--- src/rtl/core/tit_pkg.sv ---
`timescale 1ns / 1ps

package tit_pkg;

  localparam int unsigned ExpW   = 5;
  localparam int unsigned CountW = 8;
  localparam int unsigned DelayW = 32;
  localparam int unsigned RandW  = 16;

  localparam logic [ExpW-1:0]   ExpCap       = 5'd22;
  localparam logic [CountW-1:0] CountMax     = 8'd255;
  // half of the 1000-unit base interval
  localparam logic [9:0]        HalfUnit     = 10'd500;
  localparam logic [10:0]       Unit         = 11'd1000;

  localparam logic [ExpW-1:0]   MinExpRst    = 5'd12;
  localparam logic [ExpW-1:0]   DoublingsRst = 5'd8;
  localparam logic [CountW-1:0] RedundRst    = 8'd10;

  typedef enum logic [1:0] {
    OP_EXPIRED      = 2'd0,
    OP_CONSISTENT   = 2'd1,
    OP_INCONSISTENT = 2'd2,
    OP_START        = 2'd3
  } op_t;

  typedef enum logic [1:0] {
    REG_MIN_EXP   = 2'd0,
    REG_DOUBLINGS = 2'd1,
    REG_REDUNDANCY = 2'd2,
    REG_UNUSED    = 2'd3
  } reg_idx_t;

  typedef struct packed {
    logic [ExpW-1:0]   min_exponent;
    logic [ExpW-1:0]   doublings;
    logic [CountW-1:0] redundancy_limit;
  } cfg_t;

  typedef struct packed {
    logic [ExpW-1:0]   exponent;
    logic [CountW-1:0] heard;
    logic              fire_pending;
    logic [DelayW-1:0] rest;
  } state_t;

  typedef struct packed {
    logic              valid;
    logic              send;
    logic [DelayW-1:0] delay;
    logic [ExpW-1:0]   exponent;
  } result_t;

endpackage

--- src/rtl/core/tit_step.sv ---
`timescale 1ns / 1ps

// One event against the current timer state; purely combinational.
module tit_step (
  input  tit_pkg::op_t                op,
  input  logic [tit_pkg::RandW-1:0]   rnd,
  input  tit_pkg::cfg_t               cfg,
  input  tit_pkg::state_t             st,
  output tit_pkg::state_t             st_nxt,
  output tit_pkg::result_t            res
);

  logic [tit_pkg::ExpW-1:0]   floor_exp;
  logic [tit_pkg::ExpW:0]     ceil_sum;
  logic [tit_pkg::ExpW-1:0]   ceil_exp;
  logic [tit_pkg::ExpW-1:0]   exp_open;
  logic                       do_open;
  logic [24:0]                rnd_scaled;
  logic [46:0]                frac_full;
  logic [30:0]                half_len;
  logic [tit_pkg::DelayW-1:0] len;
  logic [tit_pkg::DelayW-1:0] fire;

  assign floor_exp = (cfg.min_exponent > tit_pkg::ExpCap) ? tit_pkg::ExpCap : cfg.min_exponent;
  assign ceil_sum  = {1'b0, cfg.min_exponent} + {1'b0, cfg.doublings};
  assign ceil_exp  = (ceil_sum > {1'b0, tit_pkg::ExpCap}) ? tit_pkg::ExpCap
                                                          : ceil_sum[tit_pkg::ExpW-1:0];

  // interval arithmetic at the exponent of the interval being opened
  assign rnd_scaled = 25'(tit_pkg::HalfUnit) * 25'(rnd);
  assign frac_full  = {22'd0, rnd_scaled} << exp_open;
  assign half_len   = 31'(tit_pkg::HalfUnit) << exp_open;
  assign len        = 32'(tit_pkg::Unit) << exp_open;
  assign fire       = {1'b0, half_len} + {1'b0, frac_full[46:16]};

  always_comb begin
    exp_open = st.exponent;
    do_open  = 1'b0;
    st_nxt   = st;
    res      = '0;
    case (op)
      tit_pkg::OP_EXPIRED: begin
        if (st.fire_pending) begin
          st_nxt.fire_pending = 1'b0;
          res.valid    = 1'b1;
          res.send     = (st.heard < cfg.redundancy_limit);
          res.delay    = st.rest;
        end else begin
          do_open = 1'b1;
          if (st.exponent < ceil_exp) begin
            exp_open = st.exponent + 5'd1;
          end
        end
      end
      tit_pkg::OP_CONSISTENT: begin
        if (st.heard != tit_pkg::CountMax) begin
          st_nxt.heard = st.heard + 8'd1;
        end
      end
      tit_pkg::OP_INCONSISTENT: begin
        if (st.exponent > floor_exp) begin
          do_open  = 1'b1;
          exp_open = floor_exp;
        end
      end
      tit_pkg::OP_START: begin
        do_open  = 1'b1;
        exp_open = floor_exp;
      end
      default: begin
        st_nxt = st;
      end
    endcase

    if (do_open) begin
      st_nxt.exponent     = exp_open;
      st_nxt.rest         = len - fire;
      st_nxt.fire_pending = 1'b1;
      st_nxt.heard        = '0;
      res.valid           = 1'b1;
      res.send            = 1'b0;
      res.delay           = fire;
    end
    res.exponent = st_nxt.exponent;
  end

endmodule

--- src/rtl/core/trickle_interval_timer_core.sv ---
`timescale 1ns / 1ps
// An event in the input register is processed once the result register is free or being
// emptied, and its result is then registered there. Throughput: one event per cycle while
// the result stream is not stalled; the state update of each event closes within that cycle.
// Events that make no result (consistent heard, inconsistency at minimum) still use a slot.
// Reset (rst_n low, synchronous): pipeline empty, timer state zero, registers back to
// min_exponent 12, doublings 8, redundancy_limit 10.
module trickle_interval_timer_core (
  input  logic        clk,
  input  logic        rst_n,
  // input stream
  input  logic        in_tvalid,
  output logic        in_tready,
  input  logic [15:0] in_tdata,   // [15:0] random_value
  input  logic [1:0]  in_tuser,   // [1:0] operation
  // result stream
  output logic        out_tvalid,
  input  logic        out_tready,
  output logic [39:0] out_tdata,  // [0] send_message, [32:1] next_delay,
                                  // [37:33] interval_exponent, [39:38] zero
  // configuration port
  input  logic        cfg_psel,
  input  logic        cfg_penable,
  input  logic        cfg_pwrite,
  input  logic [3:0]  cfg_paddr,
  input  logic [31:0] cfg_pwdata,
  output logic [31:0] cfg_prdata,
  output logic        cfg_pready
);

  // ---------------------------------------------------------------------
  // Configuration registers
  // ---------------------------------------------------------------------
  tit_pkg::cfg_t     cfg_r;
  tit_pkg::reg_idx_t reg_idx;
  logic              cfg_wr;

  assign cfg_pready = 1'b1;
  assign reg_idx    = tit_pkg::reg_idx_t'(cfg_paddr[3:2]);
  assign cfg_wr     = cfg_psel & cfg_penable & cfg_pwrite & cfg_pready;

  always_ff @(posedge clk) begin
    if (!rst_n) begin
      cfg_r.min_exponent     <= tit_pkg::MinExpRst;
      cfg_r.doublings        <= tit_pkg::DoublingsRst;
      cfg_r.redundancy_limit <= tit_pkg::RedundRst;
    end else if (cfg_wr) begin
      case (reg_idx)
        tit_pkg::REG_MIN_EXP:    cfg_r.min_exponent     <= cfg_pwdata[4:0];
        tit_pkg::REG_DOUBLINGS:  cfg_r.doublings        <= cfg_pwdata[4:0];
        tit_pkg::REG_REDUNDANCY: cfg_r.redundancy_limit <= cfg_pwdata[7:0];
        default: begin
        end
      endcase
    end
  end

  always_comb begin
    case (reg_idx)
      tit_pkg::REG_MIN_EXP:    cfg_prdata = {27'd0, cfg_r.min_exponent};
      tit_pkg::REG_DOUBLINGS:  cfg_prdata = {27'd0, cfg_r.doublings};
      tit_pkg::REG_REDUNDANCY: cfg_prdata = {24'd0, cfg_r.redundancy_limit};
      default:                 cfg_prdata = '0;
    endcase
  end

  // ---------------------------------------------------------------------
  // Input register stage. The event in it is processed when the result
  // register is free or being emptied in the same cycle.
  // ---------------------------------------------------------------------
  logic                        s1_v_r;
  tit_pkg::op_t                s1_op_r;
  logic [tit_pkg::RandW-1:0]   s1_rnd_r;
  logic                        out_free;
  logic                        advance;

  assign out_free  = ~out_tvalid | out_tready;
  assign advance   = s1_v_r & out_free;
  assign in_tready = ~s1_v_r | out_free;

  always_ff @(posedge clk) begin
    if (!rst_n) begin
      s1_v_r <= 1'b0;
    end else if (in_tready) begin
      s1_v_r <= in_tvalid;
    end
  end

  always_ff @(posedge clk) begin
    if (in_tready && in_tvalid) begin
      s1_op_r  <= tit_pkg::op_t'(in_tuser);
      s1_rnd_r <= in_tdata;
    end
  end

  // ---------------------------------------------------------------------
  // Timer state and step logic
  // ---------------------------------------------------------------------
  tit_pkg::state_t  st_r;
  tit_pkg::state_t  st_nxt;
  tit_pkg::result_t res;

  tit_step u_step (
    .op     (s1_op_r),
    .rnd    (s1_rnd_r),
    .cfg    (cfg_r),
    .st     (st_r),
    .st_nxt (st_nxt),
    .res    (res)
  );

  always_ff @(posedge clk) begin
    if (!rst_n) begin
      st_r <= '0;
    end else if (advance) begin
      st_r <= st_nxt;
    end
  end

  // ---------------------------------------------------------------------
  // Result register; holds until the downstream transfer completes.
  // ---------------------------------------------------------------------
  logic                       out_v_r;
  logic                       out_send_r;
  logic [tit_pkg::DelayW-1:0] out_delay_r;
  logic [tit_pkg::ExpW-1:0]   out_exp_r;
  logic                       out_v_nxt;

  always_comb begin
    out_v_nxt = out_v_r;
    if (out_v_r && out_tready) begin
      out_v_nxt = 1'b0;
    end
    if (advance && res.valid) begin
      out_v_nxt = 1'b1;
    end
  end

  always_ff @(posedge clk) begin
    if (!rst_n) begin
      out_v_r <= 1'b0;
    end else begin
      out_v_r <= out_v_nxt;
    end
  end

  always_ff @(posedge clk) begin
    if (advance && res.valid) begin
      out_send_r  <= res.send;
      out_delay_r <= res.delay;
      out_exp_r   <= res.exponent;
    end
  end

  assign out_tvalid = out_v_r;
  assign out_tdata  = {2'b00, out_exp_r, out_delay_r, out_send_r};

endmodule

--- config.mk ---
export PLATFORM = sky130hd
export DESIGN_NAME = trickle_interval_timer_core
export DESIGN_NICKNAME = d
export VERILOG_FILES = /design/src/rtl/core/tit_pkg.sv /design/src/rtl/core/tit_step.sv /design/src/rtl/core/trickle_interval_timer_core.sv
export SDC_FILE = /design/constraint.sdc
export NUM_CORES = 1
export LEC_CHECK = 0
export ABC_CLOCK_PERIOD_IN_PS = 11400
export BUFFER_PORTS_ARGS = -buffer_cell sky130_fd_sc_hd__buf_2
export CORE_MARGIN = 2
export CORE_UTILIZATION = 40
export CTS_CLUSTER_DIAMETER = 30
export DETAILED_ROUTE_END_ITERATION = 6
export GPL_TIMING_DRIVEN = 0
export SYNTH_ARGS = -nofsm -noshare
export SYNTH_HDL_FRONTEND = slang
export SYNTH_SLANG_ARGS = --single-unit
--- constraint.sdc ---
create_clock -name clk -period 11.4 [get_ports clk]
set_input_delay 0.57 -clock clk [delete_from_list [all_inputs] [get_ports clk]]
set_output_delay 0.57 -clock clk [all_outputs]
set_load 0.02 [all_outputs]
# Word level (Yosys, flattened, before mapping)
# Index checks and enable logic that the tools add are counted.
dict set report word_totals {
  elab_cells 78
  input_bits 61
  out_inout_bits 75
  regBits 122
}
dict set report classes {
  n_reduce_logical 16
  mux 19
  n_eq_ne 6
  addsub 5
  multipliers 1
  n_bitwise 9
  n_lt_le_gt_ge 5
  shift 3
}
# cell n
set op_table {}
lappend op_table {{$mux W34} 3}
lappend op_table {{$shl A25 B5 Y47} 1}
lappend op_table {{$mux W46} 1}
lappend op_table {{$add A31 B31 Y32} 1}
lappend op_table {{$shl A10 B5 Y32 const A} 1}
lappend op_table {{$sub A32 B32 Y32} 1}
lappend op_table {{$shl A9 B5 Y31 const A} 1}
lappend op_table {{$mux W5} 5}
lappend op_table {{$pmux W8 S3} 1}
lappend op_table {{$mul A7 B16 Y23 const A} 1}
lappend op_table {{$mux W8} 2}
lappend op_table {{$pmux W5 S3} 1}
lappend op_table {{$reduce_and A2 Y1} 5}
lappend op_table {{$add A8 B1 Y8 const B} 1}
lappend op_table {{$lt A8 B8 Y1} 1}
lappend op_table {{$ne A8 B8 Y1 const B} 1}
lappend op_table {{$reduce_bool A2 Y1} 4}
lappend op_table {{$add A5 B5 Y6} 1}
lappend op_table {{$eq A2 B2 Y1 const B} 3}
lappend op_table {{$gt A6 B5 Y1 const B} 1}
lappend op_table {{$add A5 B1 Y5 const B} 1}
lappend op_table {{$gt A5 B5 Y1} 1}
lappend op_table {{$gt A5 B5 Y1 const B} 1}
lappend op_table {{$lt A5 B5 Y1} 1}
lappend op_table {{other kinds (10)} 24}

# Longest topological paths before layout
dict set report depth {
  word_depth 12
  mapped_depth 53
  ltp_nobuf 53
}

# Modules after synthesis
# From an unflattened synthesis, not the netlist that was laid out.
dict set report unflattened {
  hier_cells 1762
  hier_area_um2 14267.4
}
# mod seq_area_each_um2 area_each_um2 instances cells_per_inst
set modules_own_cells {}
lappend modules_own_cells {tit_step 0.0 9569.2 1 1358}
lappend modules_own_cells {trickle_interval_timer_core 3002.9 4698.3 1 404}

# Worst setup path before layout
# Ideal clock, no wire load.
dict set report synth_timing {
  path_kind {register -> register}
  start {register cfg_r[13] (netlist bit)}
  end {register st_r[25] (netlist bit)}
  setup_time_ps 123
  arrival_ps 9348
  n_path_buf 3
  synth_period_minus_slack_ps 9471
  setup_slack_ps 1929
  path_stages_with_launch 49
  required_time_ps 11277
  path_cell_list {dfxtp_1 -> ha_1 -> fa_1 -> xor2_1 -> a32o_1 -> o211a_2 -> or3_1 -> ha_1 -> o21ai_0 -> o21a_1 -> and4_1 -> a211oi_1 -> o221ai_4 -> inv_2 -> buf_2 -> buf_1 -> clkbuf_1 -> mux2i_1 -> (+13 left out) -> o21ba_2 -> nor2b_1 -> o21a_1 -> or2_2 -> ha_1 -> a21o_1 -> a21o_1 -> a21o_1 -> a21oi_1 -> nor2b_1 -> o21ai_0 -> nand2b_1 -> a21oi_1 -> nand2_1 -> a221oi_1 -> o21bai_1 -> xnor2_1 -> o21ai_0}
}
dict set report synth_between {
  elab_chain_len 10
  word_cells_on_any_way 19
  classes_between {add/sub (3); order compare (4); shift (3); mux (8); reduce/logical (1)}
}
# item line_no
set synth_rtl {}
lappend synth_rtl {{from (decl)} trickle_interval_timer_core.sv:34} ;# tit_pkg::cfg_t cfg_r;
lappend synth_rtl {{$add A5 B5 Y6} tit_step.sv:25} ;# assign ceil_sum = {1'b0, cfg.min_exponent} + {1'b0, cfg.doublings};
lappend synth_rtl {{$gt A6 B5 Y1} tit_step.sv:26} ;# assign ceil_exp = (ceil_sum > {1'b0, tit_pkg::ExpCap}) ? tit_pkg::ExpCap
lappend synth_rtl {{$mux W5} tit_step.sv:26}
lappend synth_rtl {{$lt A5 B5 Y1} tit_step.sv:50} ;# if (st.exponent < ceil_exp) begin
lappend synth_rtl {{$mux W5} tit_step.sv:50}
lappend synth_rtl {{$mux W5} tit_step.sv:43} ;# if (st.fire_pending) begin
lappend synth_rtl {{$pmux W5 S3} tit_step.sv:41} ;# case (op)
lappend synth_rtl {{$shl A25 B5 Y47 / $shl A9 B5 Y31 (equally long branches)} {tit_step.sv:31, tit_step.sv:32}}
lappend synth_rtl {{$add A31 B31 Y32} tit_step.sv:34} ;# assign fire = {1'b0, half_len} + {1'b0, frac_full[46:16]};
lappend synth_rtl {{$sub A32 B32 Y32} tit_step.sv:77} ;# st_nxt.rest = len - fire;
lappend synth_rtl {{to (signal assigned)} trickle_interval_timer_core.sv:116} ;# st_r <= st_nxt;
lappend synth_rtl {{to (decl)} trickle_interval_timer_core.sv:99} ;# tit_pkg::state_t st_r;
# Several ways; a longest one is shown, not always the timed one.
# A chain may end at the register's enable or synchronous reset.

# Worst setup path in the final report
dict set report layout_timing {
  start {register cfg_r[13] (netlist bit)}
  end {register st_r[28] (netlist bit)}
}
# Same word-level chain as after synthesis.

==> metrics.csv <==
stage,metric,value,unit
cts,Post-CTS Hold Buffers,0,
grt,most used routing layer,met2,
synth,Post-synth ARST share,0,
setup_path,Worst Path Arrival,11.07,ns
timing,max frequency,92.96,MHz
routing,Total Wirelength,40580,um
min_path,Worst Hold Class,in2reg,
grt,first-pass GRT wire length,65490,um
grt,gr usage total,0.2368,
grt,number of global-route vias before repair,11908,
synth,sequential element share of the synthesized area,0.2251,
timing,RSZ-0062 raised after global routing,false,
grt,met1 usage,0.3259,
cts,# clock sinks,122,
timing,Worst-Margin Slew,0.9927,ns
cts,clock transition at the registers of the reported paths,0.07,ns
setup_path,"most used cell, CP",a21oi_1,
floorplan,Die Span Y,186.6,um
setup_path,Worst EP required,11.71,ns
cts,CTS tree,done,
cts,clk root buf,clkbuf_16,
layout,most frequent cells in the layout,"nand2_1, nor2_1, ha_1",
power,worst vdd ir,0.1444,mV
floorplan,chip width,186.6,um
place,Placed Area,0.01442,mm^2
floorplan,Starting Density,0.4080,
cts,Worst-Skew Late Latency,0.46,ns
routing,1st-iter DRT viols,983,
grt,initial antenna violation count,0,
timing,max_slew headroom,0.3331,
floorplan,die area,0.03483,mm^2
power,PwrDens,303.7,mW/mm^2
timing,max-slew violation count,0,
layout,proportion of layout cells with a drive suffix above 1,0.1151,
grt,GRT Residual Overflow,0,
power,Pleak,6.645,nW
timing,Worst Skew,0.01273,ns
synth,Yosys warnings,0,
synth,most frequently used flop master after synthesis,dfxtp_1,
timing,Total Neg Setup Slack,0,ns
setup_path,Worst Path Buf+Inv,3,
routing,vias per std cell,5.577,
grt,met3 GRT Util,0.03987,
run_status,result of the run,finished clean,
place,dpl ws,0.04914,ns
routing,drt pass-1 iters,6,
layout,"most common cell after layout, fill and taps aside",nand2_1,
timing,final period utilization,0.9436,
layout,Area Growth Syn to Fin,12.49,%
floorplan,I/O pins,136,
synth,mapped cell area,0.01334,mm^2
grt,met2 Usage GRT,0.3789,
synth,Post-Syn Instances,1612,
routing,vias,12203,
routing,Wirelength per Cell,18.55,um
timing,"Hold Vio Cnt, Final",0,
grt,largest net degree at the start of global routing,30,
floorplan,Placeable Area,0.03270,mm^2
layout,final instance area,0.01501,mm^2
cts,CTS H-tree lvls,4,
timing,setup violators final,0,
setup_path,Startpoint Class,register,
synth,syn_area_per_cell,8.277,um^2
setup_path,Setup crit end kind,register,
place,post-DP HPWL,32510,um
cts,CTS Buf Count,17,
cts,Bufs on Longest Clock Path,2,
setup_path,kind of cell adding the most delay to the critical path,compound AO/OA/AOI/OAI gates,
timing,Tmin final,10.76,ns
cts,Post-CTS Setup Bufs,0,
place,Placer Congestion,0.9576,
floorplan,# rows,66,
layout,post-layout util,0.4590,
synth,Synth cell types,92,
routing,"antenna viol nets, final",0,
place,PortBufs,79,
setup_path,"slowest stage delay, CP",0.61,ns
setup_path,WS Path Type,reg2reg,
routing,DRC errors left,0,
timing,PnR worst setup slack,0.6431,ns
setup_path,CP max stage cell,a32oi_2,
layout,antenna cells,0,
job,max_cap viols,0,
synth,count of state elements after synthesis,122,
setup_path,CP Max Fanout,10,
synth,Post-synth EDFFs,56,
layout,Layout Nets,1978,
power by group:
group	switching [W]	leakage, nW	total, W	internal, W
sequential	0.0000321	1.05	0.000566	0.000534
clock	0.000232	0.263	0.000538	0.000305
combinational	0.00213	5.33	0.00346	0.00133
total	0.00239	6.64	0.00456	0.00217
timing repair:
action / 4_1_cts / 5_1_grt
resized for setup: 0 / 28
pin swaps: 0 / 0
setup endpoints to repair: 1 / 15
state kept, by name (all words and copies together), names as in the netlist:
register / flops
st_r: 46
out_tvalid: 1
cfg_r: 18
out_delay_r: 32
s1_rnd_r: 16
s1_v_r: 1
s1_op_r: 2
out_send_r: 1
out_exp_r: 5
path summary, 6_finish.rpt:
kind | end | start | slack, ns | depth (start not counted)
setup / recovery | st_r[28]$_SDFFE_PN0P_ | cfg_r[13]$_SDFFE_PN0P_ | 0.64 | 45
hold / removal | s1_rnd_r[8]$_DFFE_PP_ | in_tdata[8] | 0.28 | 1
setup reg to reg | st_r[28]$_SDFFE_PN0P_ | cfg_r[13]$_SDFFE_PN0P_ | 0.64 | 45
hold reg to reg | st_r[4]$_SDFFE_PN0P_ | st_r[4]$_SDFFE_PN0P_ | 0.47 | 2
worst register-to-register path: cells and delay by family, from the launching register on:
| family | cells | cell delay [ns] |
|---|---|---|
| AOI/OAI and AO/OA | 24 | 5.42 |
| adders and majority gates | 6 | 1.83 |
| and+or+nand+nor | 9 | 1.42 |
| buffers and inverters | 3 | 0.99 |
| xor gates and xnor gates | 3 | 0.59 |
| DFF | 1 | 0.37 |
cell families after synthesis:
kind of cell	count (synthesis)	synth area share
XOR/XNOR	79	0.05242
adder cells (fa/ha/maj)	184	0.2041
AND/OR/NAND/NOR	501	0.1743
AO/OA/AOI/OAI	467	0.2380
buffers and inverters	206	0.06677
other	2	0.0005629
flip-flops	122	0.2251
multiplexers	51	0.03882
cell type report:
cell class	instances	area (um^2)
fillers	3303	17690
multi-input cells	1309	9583
flip-flops and latches	122	3003
well taps	442	553.0
plain buffers	84	447.9
inverters	119	446.7
clock buffers	18	439.2
repair buffers	80	415.4
clock inverters	14	121.4
routing by layer:
metal / vias to the layer above / part of all wire
met4: 0 / 0.021
li1: 5963 / -
met3: 70 / 0.060
met2: 384 / 0.44
met5: - / 0
met1: 5786 / 0.48
synth_stat cells (28+ instances only):
master	number	share of area
a21o_1	44	0.025
a21oi_1	109	0.041
buf_4	28	0.016
clkbuf_1	45	0.013
dfxtp_1	66	0.099
edfxtp_1	56	0.13
fa_1	56	0.084
ha_1	128	0.12
inv_1	114	0.032
mux2i_1	45	0.034
nand2_1	182	0.051
nor2_1	132	0.037
nor2b_1	32	0.015
o21ai_0	108	0.041
xnor2_1	41	0.027
xor2_1	37	0.024
metrics by stage:
step / power, W / cells / hold WS (ns)
2_1_floorplan: 0.003143 / 1637 / 0.4412
3_3_place_gp: 0.003932 / 2158 / 0.4515
3_5_place_dp: 0.003943 / 2159 / 0.4610
4_1_cts: 0.004517 / 2190 / 0.2703
5_1_grt: 0.004995 / 2188 / 0.2746
6_report: 0.004559 / 2188 / 0.2836
Note: power is estimated with default switching activity, not from simulation.
